## src/rtl/core/acfb_pkg.sv

```systemverilog
// ----------------------------------------------------------------------------
// acfb_pkg
// Shared types, register indexes and AES round functions for the CFB-128
// byte stream.
// ----------------------------------------------------------------------------
package acfb_pkg;

  localparam int unsigned MaxRounds = 14;

  localparam logic [2:0] RegKey0   = 3'd0;
  localparam logic [2:0] RegKey1   = 3'd1;
  localparam logic [2:0] RegKey2   = 3'd2;
  localparam logic [2:0] RegKey3   = 3'd3;
  localparam logic [2:0] RegKeyLen = 3'd4;
  localparam logic [2:0] RegIvHigh = 3'd5;
  localparam logic [2:0] RegIvLow  = 3'd6;

  localparam logic [1:0] ModeAes128 = 2'd0;
  localparam logic [1:0] ModeAes192 = 2'd1;

  typedef struct packed {
    logic       exp_clear;
    logic       exp_step;
    logic [5:0] exp_idx;
    logic [3:0] rd_row;
    logic       ark0;
    logic       round_en;
    logic [3:0] round;
    logic       latch_in;
    logic       byte_op;
  } cmd_t;

  typedef struct packed {
    logic key_wr;
    logic exp_last;
    logic round_last;
    logic pos_zero;
  } status_t;

  localparam logic [7:0] SBOX [256] = '{
    8'h63,8'h7c,8'h77,8'h7b,8'hf2,8'h6b,8'h6f,8'hc5,8'h30,8'h01,8'h67,8'h2b,8'hfe,8'hd7,8'hab,8'h76,
    8'hca,8'h82,8'hc9,8'h7d,8'hfa,8'h59,8'h47,8'hf0,8'had,8'hd4,8'ha2,8'haf,8'h9c,8'ha4,8'h72,8'hc0,
    8'hb7,8'hfd,8'h93,8'h26,8'h36,8'h3f,8'hf7,8'hcc,8'h34,8'ha5,8'he5,8'hf1,8'h71,8'hd8,8'h31,8'h15,
    8'h04,8'hc7,8'h23,8'hc3,8'h18,8'h96,8'h05,8'h9a,8'h07,8'h12,8'h80,8'he2,8'heb,8'h27,8'hb2,8'h75,
    8'h09,8'h83,8'h2c,8'h1a,8'h1b,8'h6e,8'h5a,8'ha0,8'h52,8'h3b,8'hd6,8'hb3,8'h29,8'he3,8'h2f,8'h84,
    8'h53,8'hd1,8'h00,8'hed,8'h20,8'hfc,8'hb1,8'h5b,8'h6a,8'hcb,8'hbe,8'h39,8'h4a,8'h4c,8'h58,8'hcf,
    8'hd0,8'hef,8'haa,8'hfb,8'h43,8'h4d,8'h33,8'h85,8'h45,8'hf9,8'h02,8'h7f,8'h50,8'h3c,8'h9f,8'ha8,
    8'h51,8'ha3,8'h40,8'h8f,8'h92,8'h9d,8'h38,8'hf5,8'hbc,8'hb6,8'hda,8'h21,8'h10,8'hff,8'hf3,8'hd2,
    8'hcd,8'h0c,8'h13,8'hec,8'h5f,8'h97,8'h44,8'h17,8'hc4,8'ha7,8'h7e,8'h3d,8'h64,8'h5d,8'h19,8'h73,
    8'h60,8'h81,8'h4f,8'hdc,8'h22,8'h2a,8'h90,8'h88,8'h46,8'hee,8'hb8,8'h14,8'hde,8'h5e,8'h0b,8'hdb,
    8'he0,8'h32,8'h3a,8'h0a,8'h49,8'h06,8'h24,8'h5c,8'hc2,8'hd3,8'hac,8'h62,8'h91,8'h95,8'he4,8'h79,
    8'he7,8'hc8,8'h37,8'h6d,8'h8d,8'hd5,8'h4e,8'ha9,8'h6c,8'h56,8'hf4,8'hea,8'h65,8'h7a,8'hae,8'h08,
    8'hba,8'h78,8'h25,8'h2e,8'h1c,8'ha6,8'hb4,8'hc6,8'he8,8'hdd,8'h74,8'h1f,8'h4b,8'hbd,8'h8b,8'h8a,
    8'h70,8'h3e,8'hb5,8'h66,8'h48,8'h03,8'hf6,8'h0e,8'h61,8'h35,8'h57,8'hb9,8'h86,8'hc1,8'h1d,8'h9e,
    8'he1,8'hf8,8'h98,8'h11,8'h69,8'hd9,8'h8e,8'h94,8'h9b,8'h1e,8'h87,8'he9,8'hce,8'h55,8'h28,8'hdf,
    8'h8c,8'ha1,8'h89,8'h0d,8'hbf,8'he6,8'h42,8'h68,8'h41,8'h99,8'h2d,8'h0f,8'hb0,8'h54,8'hbb,8'h16
  };

  function automatic logic [7:0] xtime(input logic [7:0] b);
    xtime = {b[6:0], 1'b0} ^ (b[7] ? 8'h1b : 8'h00);
  endfunction

  function automatic logic [31:0] sub_word(input logic [31:0] w);
    sub_word = {SBOX[w[31:24]], SBOX[w[23:16]], SBOX[w[15:8]], SBOX[w[7:0]]};
  endfunction

  // SubBytes, ShiftRows and, unless final, MixColumns; byte 0 in bits 127:120
  function automatic logic [127:0] enc_round(input logic [127:0] st, input logic final_rnd);
    logic [7:0] t [16];
    logic [7:0] s [16];
    logic [7:0] a0, a1, a2, a3, al;
    logic [127:0] res;
    for (int i = 0; i < 16; i++) begin
      t[i] = SBOX[st[127-8*i -: 8]];
    end
    for (int c = 0; c < 4; c++) begin
      for (int r = 0; r < 4; r++) begin
        s[4*c+r] = t[4*((c+r)&3)+r];
      end
    end
    if (!final_rnd) begin
      for (int c = 0; c < 4; c++) begin
        a0 = s[4*c];
        a1 = s[4*c+1];
        a2 = s[4*c+2];
        a3 = s[4*c+3];
        al = a0 ^ a1 ^ a2 ^ a3;
        s[4*c]   = a0 ^ al ^ xtime(a0 ^ a1);
        s[4*c+1] = a1 ^ al ^ xtime(a1 ^ a2);
        s[4*c+2] = a2 ^ al ^ xtime(a2 ^ a3);
        s[4*c+3] = a3 ^ al ^ xtime(a3 ^ a0);
      end
    end
    for (int i = 0; i < 16; i++) begin
      res[127-8*i -: 8] = s[i];
    end
    enc_round = res;
  endfunction

endpackage

```

## src/rtl/core/acfb_ctrl.sv

```systemverilog
// ----------------------------------------------------------------------------
// acfb_ctrl
// Sequencer for key expansion, block encryption and byte transactions.
// ----------------------------------------------------------------------------
module acfb_ctrl (
  input  logic              clk_i,
  input  logic              rst_ni,
  input  logic              in_valid_i,
  output logic              in_ready_o,
  output logic              out_valid_o,
  input  logic              out_ready_i,
  input  acfb_pkg::status_t sts_i,
  output acfb_pkg::cmd_t    cmd_o
);

  localparam logic [2:0] StIdle   = 3'd0;
  localparam logic [2:0] StExpand = 3'd1;
  localparam logic [2:0] StLoad   = 3'd2;
  localparam logic [2:0] StArk    = 3'd3;
  localparam logic [2:0] StRound  = 3'd4;
  localparam logic [2:0] StByte   = 3'd5;

  logic [2:0] state_q, state_d;
  logic [5:0] exp_idx_q, exp_idx_d;
  logic [3:0] round_q, round_d;
  logic       out_valid_q, out_valid_d;

  assign in_ready_o = (state_q == StIdle) && !sts_i.key_wr;

  always_comb begin
    state_d     = state_q;
    exp_idx_d   = exp_idx_q;
    round_d     = round_q;
    out_valid_d = out_valid_q && !out_ready_i;
    cmd_o          = '0;
    cmd_o.exp_idx  = exp_idx_q;
    cmd_o.round    = round_q;
    unique case (state_q)
      StIdle: begin
        if (in_valid_i && in_ready_o) begin
          cmd_o.latch_in = 1'b1;
          state_d = sts_i.pos_zero ? StLoad : StByte;
        end
      end
      StExpand: begin
        cmd_o.exp_step = 1'b1;
        exp_idx_d = exp_idx_q + 6'd1;
        if (sts_i.exp_last) state_d = StIdle;
      end
      StLoad: begin
        cmd_o.rd_row = 4'd0;
        state_d = StArk;
      end
      StArk: begin
        cmd_o.ark0   = 1'b1;
        cmd_o.rd_row = 4'd1;
        round_d = 4'd1;
        state_d = StRound;
      end
      StRound: begin
        cmd_o.round_en = 1'b1;
        cmd_o.rd_row   = round_q + 4'd1;
        if (sts_i.round_last) state_d = StByte;
        else round_d = round_q + 4'd1;
      end
      StByte: begin
        // hold until the output register is free
        if (!out_valid_q || out_ready_i) begin
          cmd_o.byte_op = 1'b1;
          out_valid_d = 1'b1;
          state_d = StIdle;
        end
      end
      default: state_d = StIdle;
    endcase
    if (sts_i.key_wr) begin
      cmd_o.exp_clear = 1'b1;
      cmd_o.exp_step  = 1'b0;
      exp_idx_d = '0;
      state_d   = StExpand;
    end
  end

  always_ff @(posedge clk_i or negedge rst_ni) begin
    if (!rst_ni) begin
      state_q     <= StExpand;
      exp_idx_q   <= '0;
      round_q     <= '0;
      out_valid_q <= 1'b0;
    end else begin
      state_q     <= state_d;
      exp_idx_q   <= exp_idx_d;
      round_q     <= round_d;
      out_valid_q <= out_valid_d;
    end
  end

  assign out_valid_o = out_valid_q;

  a_result_held: assert property (@(posedge clk_i) disable iff (!rst_ni)
    (out_valid_q && !out_ready_i) |=> out_valid_q) else $error("pending result dropped");

  a_round_range: assert property (@(posedge clk_i) disable iff (!rst_ni)
    state_q == StRound |-> (round_q != 4'd0 && round_q <= 4'(acfb_pkg::MaxRounds)))
    else $error("round counter out of range");

  a_key_restart: assert property (@(posedge clk_i) disable iff (!rst_ni)
    sts_i.key_wr |=> (state_q == StExpand && exp_idx_q == 6'd0))
    else $error("key write did not restart expansion");

endmodule

```

## config.mk

```make
export PLATFORM = sky130hd
export DESIGN_NAME = acfb_ctrl
export DESIGN_NICKNAME = d
export VERILOG_FILES = /design/src/rtl/core/acfb_pkg.sv /design/src/rtl/core/acfb_ctrl.sv
export SDC_FILE = /design/constraint.sdc
export NUM_CORES = 1
export LEC_CHECK = 0
export ABC_AREA = 1
export BUFFER_PORTS_ARGS = -buffer_cell sky130_fd_sc_hd__buf_4
export CORE_MARGIN = 4
export CORE_UTILIZATION = 35
export CTS_CLUSTER_DIAMETER = 30
export DETAILED_ROUTE_END_ITERATION = 16
export SLEW_MARGIN = 10
export SYNTH_ARGS = -nofsm -noshare
export SYNTH_HDL_FRONTEND = slang
export SYNTH_SLANG_ARGS = --single-unit
```

## constraint.sdc

```tcl
create_clock -name clk_i -period 1.23 [get_ports clk_i]
set_input_delay 0.0615 -clock clk_i [delete_from_list [all_inputs] [get_ports clk_i]]
set_output_delay 0.0615 -clock clk_i [all_outputs]
set_load 0.03 [all_outputs]
```

==> flow_results.org <==
** STA
- Setup repair after global routing could not meet its margin everywhere.
- Setup slack on the critical path of the routed design comes to -0.280 ns.
- At the pin with the least slew margin, the transition time is ~0.26 ns.
- Setup violations remaining at the end of the flow were counted as 22.
- Maximum clock frequency :: between 0.6 and 0.7 GHz
- The number of failing hold endpoints at the final stage came to 0.
- Slew Limit Headroom :: 0.826
- Number of max-slew violations in the final report :: 0
- Worst Skew :: 0.00672 ns
- Subtracting the final worst setup slack from the clock period gives 1.51 ns.
- Of the available clock period, the critical path in the final layout requires 1.23.

** Global route
- After global routing the overflow that remains totals 0.
- The via count of the first global-routing pass came to between 900 and 1000.
- Wire length of the first global-routing pass :: around 4.4 mm
- M3 GR Usage :: 0.0351
- GRT Util Overall :: 0.166
- Global Route met1 Usage :: 0.221
- Antenna violations before repair :: 0
- For met2 alone, demand over resource in global routing was 0.276.
- Maximum number of pins on one net before global-route repair :: 15
- Busiest layer in global routing :: met2

** Worst setup path
- On the critical path the largest part of the delay comes from buffers and inverters.
- Critical Path Slowest Stage Cell :: sky130_fd_sc_hd__dfstp_2
- The worst setup path is of the flop to primary output kind.
- The worst setup path is launched from a flop.
- List of cells traversed by the critical path :: buf_4 -> nor2_4 -> nand2_4 -> buf_12 -> o21ai_2 -> buf_6
- The worst register-to-register path has a setup slack of -0.23 ns.
- Endpoint arrival time on the critical path :: between 1 and 1.5 ns
- STA puts the critical path data required time at 1.17 ns.
- Worst Path Buf+Inv :: 3
- Largest fanout of any net on the critical path :: 4
- Endpoint type of the worst setup path :: primary output
- Largest stage delay on the critical path :: ~0.40 ns

** Layout
- Final cell utilization of the core :: 0.630
- The number of antenna diodes in the final layout is 0.
- Relative to the synthesized area, the layout overhead comes to 72.4%.
- Of the cells placed in the final design, the portion with a size suffix greater than 1 is 0.527.
- The final layout contains slightly below 200 nets.
- Final instance area :: around 1600 µm²

** Clock network
- The longest clock path from root to sink contains 2 buffers.
- TritonCTS built the clock tree.
- CTS built an H-tree with a depth of 1.
- Reg clk slew, reported paths :: roughly 0.08 ns
- For the worst-skew pair, the clock arrives at the later sink with an insertion delay of around 0.27 ns.
- The clock net in this run drives a total of 14 sinks.
- TritonCTS buffer count :: 3
- Clock tree synthesis selected as its root buffer the cell sky130_fd_sc_hd__clkbuf_4.

** Flow run
- Max-cap violation count :: 0

** Synthesis
- Post-synthesis register bit count :: 14
- Mapped Avg Cell Area :: around 7.1 µm²
- Summed instance area of the synthesized netlist :: about 900 µm²
- Fraction of the yosys area taken by sequential cells :: 0.388
- The Yosys step of the flow raised 0 warnings.
- Top cells by area, synth :: sky130_fd_sc_hd__dfrtp_1 (36%), sky130_fd_sc_hd__nand2_1 (14%), sky130_fd_sc_hd__nand3_1 (6.6%), sky130_fd_sc_hd__inv_1 (6.6%), sky130_fd_sc_hd__nor2_1 (6.6%)
- Syn_nets :: 137
- Proportion of netlist area held by the largest area contributor :: 0.359
- The netlist uses 22 different library cells.
- Number of standard cells after synthesis :: 127
- Cell type contributing the most total cell area after synthesis :: sky130_fd_sc_hd__dfrtp_1

** Detailed routing
- Total wire length :: 2.77 mm
- Count of unresolved DRC violations after routing :: 0
- Violation count after the first detailed-route iteration :: 28
- First-pass detailed-route iteration total :: 4
- Overall via count from detail_route :: about 1000
- Antenna Nets Post-Route :: 0
- Mean routed wirelength per cell :: 13.1 µm
- After detailed routing, the number of vias per cell comes to ~5.

** Pwr
- Of the total power, the share spent switching nets is 0.474.
- The share of total power dissipated in combinational logic is 0.682.
- Proportion of power drawn by flip-flops and latches :: 0.234
- Clock Power Share :: 0.084
- Cell internal power was estimated by the tool at about 1700 µW.
- PD cells :: around 2100 nW/µm²
- Net switching component of the power :: between 1500 and 2000 µW
- Standby leakage power :: 0.000823 µW
- IR analysis of the VDD net gives a maximum drop of roughly 1.2 mV.

** Status
- Failing checks :: negative setup slack
- The run finished, with violations left.

** Placed design
- After legalization and detailed placement, the total HPWL measured around 1.9 mm.
- At the end of routability-driven placement, the weighted congestion stood at ~0.77.
- In this run the cell area measured after placement is around 1200 µm².
- Total of buffers placed on input and output ports :: 29

** Die
- The floorplan step defined a die boundary enclosing 3470 µm².
- The floorplan step set the die width to between 50 and 60 µm.
- Area of the core :: between 2000 and 2500 µm²
- # IOs :: 30
- Initial cell density of the core :: 0.366
- After floorplanning, the core was divided into 18 placement rows.
- In this run the vertical extent of the chip is about 60 µm.

** Min path
- In this run the worst hold path is classified as input pin to flop.
==> final timing paths <==
kind,start,end,cells after the start
max reg2reg,state_q[0]$_DFFE_PN1P_,state_q[0]$_DFFE_PN1P_,8
max in group asynchronous,rst_ni,state_q[0]$_DFFE_PN1P_,2
min reg2reg,round_q[3]$_DFFE_PN0P_,round_q[3]$_DFFE_PN0P_,2
min,out_ready_i,out_valid_o$_DFF_PN0_,4
min in group asynchronous,rst_ni,exp_idx_q[0]$_DFFE_PN0P_,2
max,state_q[0]$_DFFE_PN1P_,cmd_o[8],6
==> cells in the mapped netlist <==
cell type / number
sky130_fd_sc_hd__nand4_1: 5
sky130_fd_sc_hd__nor3b_1: 1
sky130_fd_sc_hd__o21ai_0: 7
sky130_fd_sc_hd__nand3_1: 12
sky130_fd_sc_hd__inv_1: 16
sky130_fd_sc_hd__nor3_1: 2
sky130_fd_sc_hd__nor2_1: 16
sky130_fd_sc_hd__inv_2: 2
sky130_fd_sc_hd__o21ai_1: 1
sky130_fd_sc_hd__nand2_1: 33
sky130_fd_sc_hd__nor2_4: 3
sky130_fd_sc_hd__xnor2_1: 1
sky130_fd_sc_hd__o21bai_1: 1
sky130_fd_sc_hd__dfrtp_1: 13
sky130_fd_sc_hd__nand2_4: 2
sky130_fd_sc_hd__buf_4: 2
sky130_fd_sc_hd__nand2_2: 2
sky130_fd_sc_hd__ha_1: 2
sky130_fd_sc_hd__a21oi_1: 3
sky130_fd_sc_hd__dfstp_2: 1
sky130_fd_sc_hd__buf_2: 1
sky130_fd_sc_hd__a21oi_2: 1
==> stage by stage <==
step	setup TNS [ns]	cells	worst slack, ns	power [µW]	hold slack (ns)
floorplan	-0.156	127	-0.127	1780	-0.234
global placement	-0.0694	189	-0.0436	2300	-0.0727
detailed placement	-0.131	189	-0.0467	2310	-0.0715
CTS	-2.90	208	-0.291	3080	0.103
global route	-5.68	212	-0.363	3520	0.117
finish	-3.95	212	-0.280	3310	0.118
==> sequential cells by signal, indices dropped and copies added (netlist names) <==
register,flops
round_q,4
out_valid_o,1
state_q,3
exp_idx_q,6
==> cells in the final DEF, fill, tap and decap left out <==
cell                            instances
sky130_fd_sc_hd__ha_1                   1
sky130_fd_sc_hd__inv_1                 14
sky130_fd_sc_hd__buf_4                 39
sky130_fd_sc_hd__nand3_4                1
sky130_fd_sc_hd__o21ai_1                5
sky130_fd_sc_hd__xnor2_1                1
sky130_fd_sc_hd__dfrtp_1               10
sky130_fd_sc_hd__nor2_1                10
sky130_fd_sc_hd__clkbuf_4               3
sky130_fd_sc_hd__nand3_1                9
sky130_fd_sc_hd__nor2_4                 6
sky130_fd_sc_hd__dfrtp_2                3
sky130_fd_sc_hd__a21oi_1                1
sky130_fd_sc_hd__nor2_2                 3
sky130_fd_sc_hd__inv_2                  3
sky130_fd_sc_hd__o21bai_1               1
sky130_fd_sc_hd__buf_12                 2
sky130_fd_sc_hd__dfstp_2                1
sky130_fd_sc_hd__clkbuf_1               1
sky130_fd_sc_hd__nand2_4                5
sky130_fd_sc_hd__inv_4                  1
sky130_fd_sc_hd__ha_4                   1
sky130_fd_sc_hd__o21ai_2                2
sky130_fd_sc_hd__buf_6                 12
sky130_fd_sc_hd__nor3_2                 2
sky130_fd_sc_hd__o21ai_0                1
sky130_fd_sc_hd__nand2_2                6
sky130_fd_sc_hd__nor3b_2                1
sky130_fd_sc_hd__nand2_1               26
sky130_fd_sc_hd__nand3_2                2
sky130_fd_sc_hd__dlygate4sd3_1          1
sky130_fd_sc_hd__nand4_1                5
sky130_fd_sc_hd__a21oi_2                3
==> tightest hold or removal path, cell delays in order <==
cell                      delay (ns)
sky130_fd_sc_hd__buf_4          0.07
sky130_fd_sc_hd__inv_1          0.05
sky130_fd_sc_hd__nand2_1        0.11
sky130_fd_sc_hd__nand2_1        0.06
==> repair_timing <==
item                                   in CTS  in global routing
pin swaps                                  15                  7
setup endpoints to repair                  20                 23
setup buffers                              14                  5
hold buffers                                1                  0
gates resized for setup                    31                 13
endpoints found under the hold margin      14                  0
==> layout make-up <==
cell class	instances	area, µm²
fill	209	916
multi-input combinational	92	594
inverter	18	70.1
sequential	14	355
timing repair buffer	54	478
clock buffer	4	26.3
tap	30	37.5
==> power groups by stage <==
| stage | Combinational (µW) | Sequential (µW) | Clock (µW) |
|---|---|---|---|
| global placement | 1520 | 778 | 0 |
| finish | 2260 | 775 | 277 |
| CTS | 2010 | 776 | 296 |
| global route | 2410 | 801 | 316 |
| floorplan | 808 | 968 | 0 |
| detailed placement | 1530 | 786 | 0 |
==> layer usage <==
layer,up-vias,share of wire
li1,517,-
met1,492,0.44
met2,27,0.51
met3,4,0.043
met4,0,0.0061
met5,-,0
==> kinds of logic after synthesis <==
logic type               synth area share
XOR/XNOR                          0.00967
AO/OA/AOI/OAI                      0.0787
buffers and inverters              0.0967
flip-flops                          0.388
adder cells (fa/ha/maj)            0.0276
AND/OR/NAND/NOR                     0.399
(Power assumes the default switching activity.)
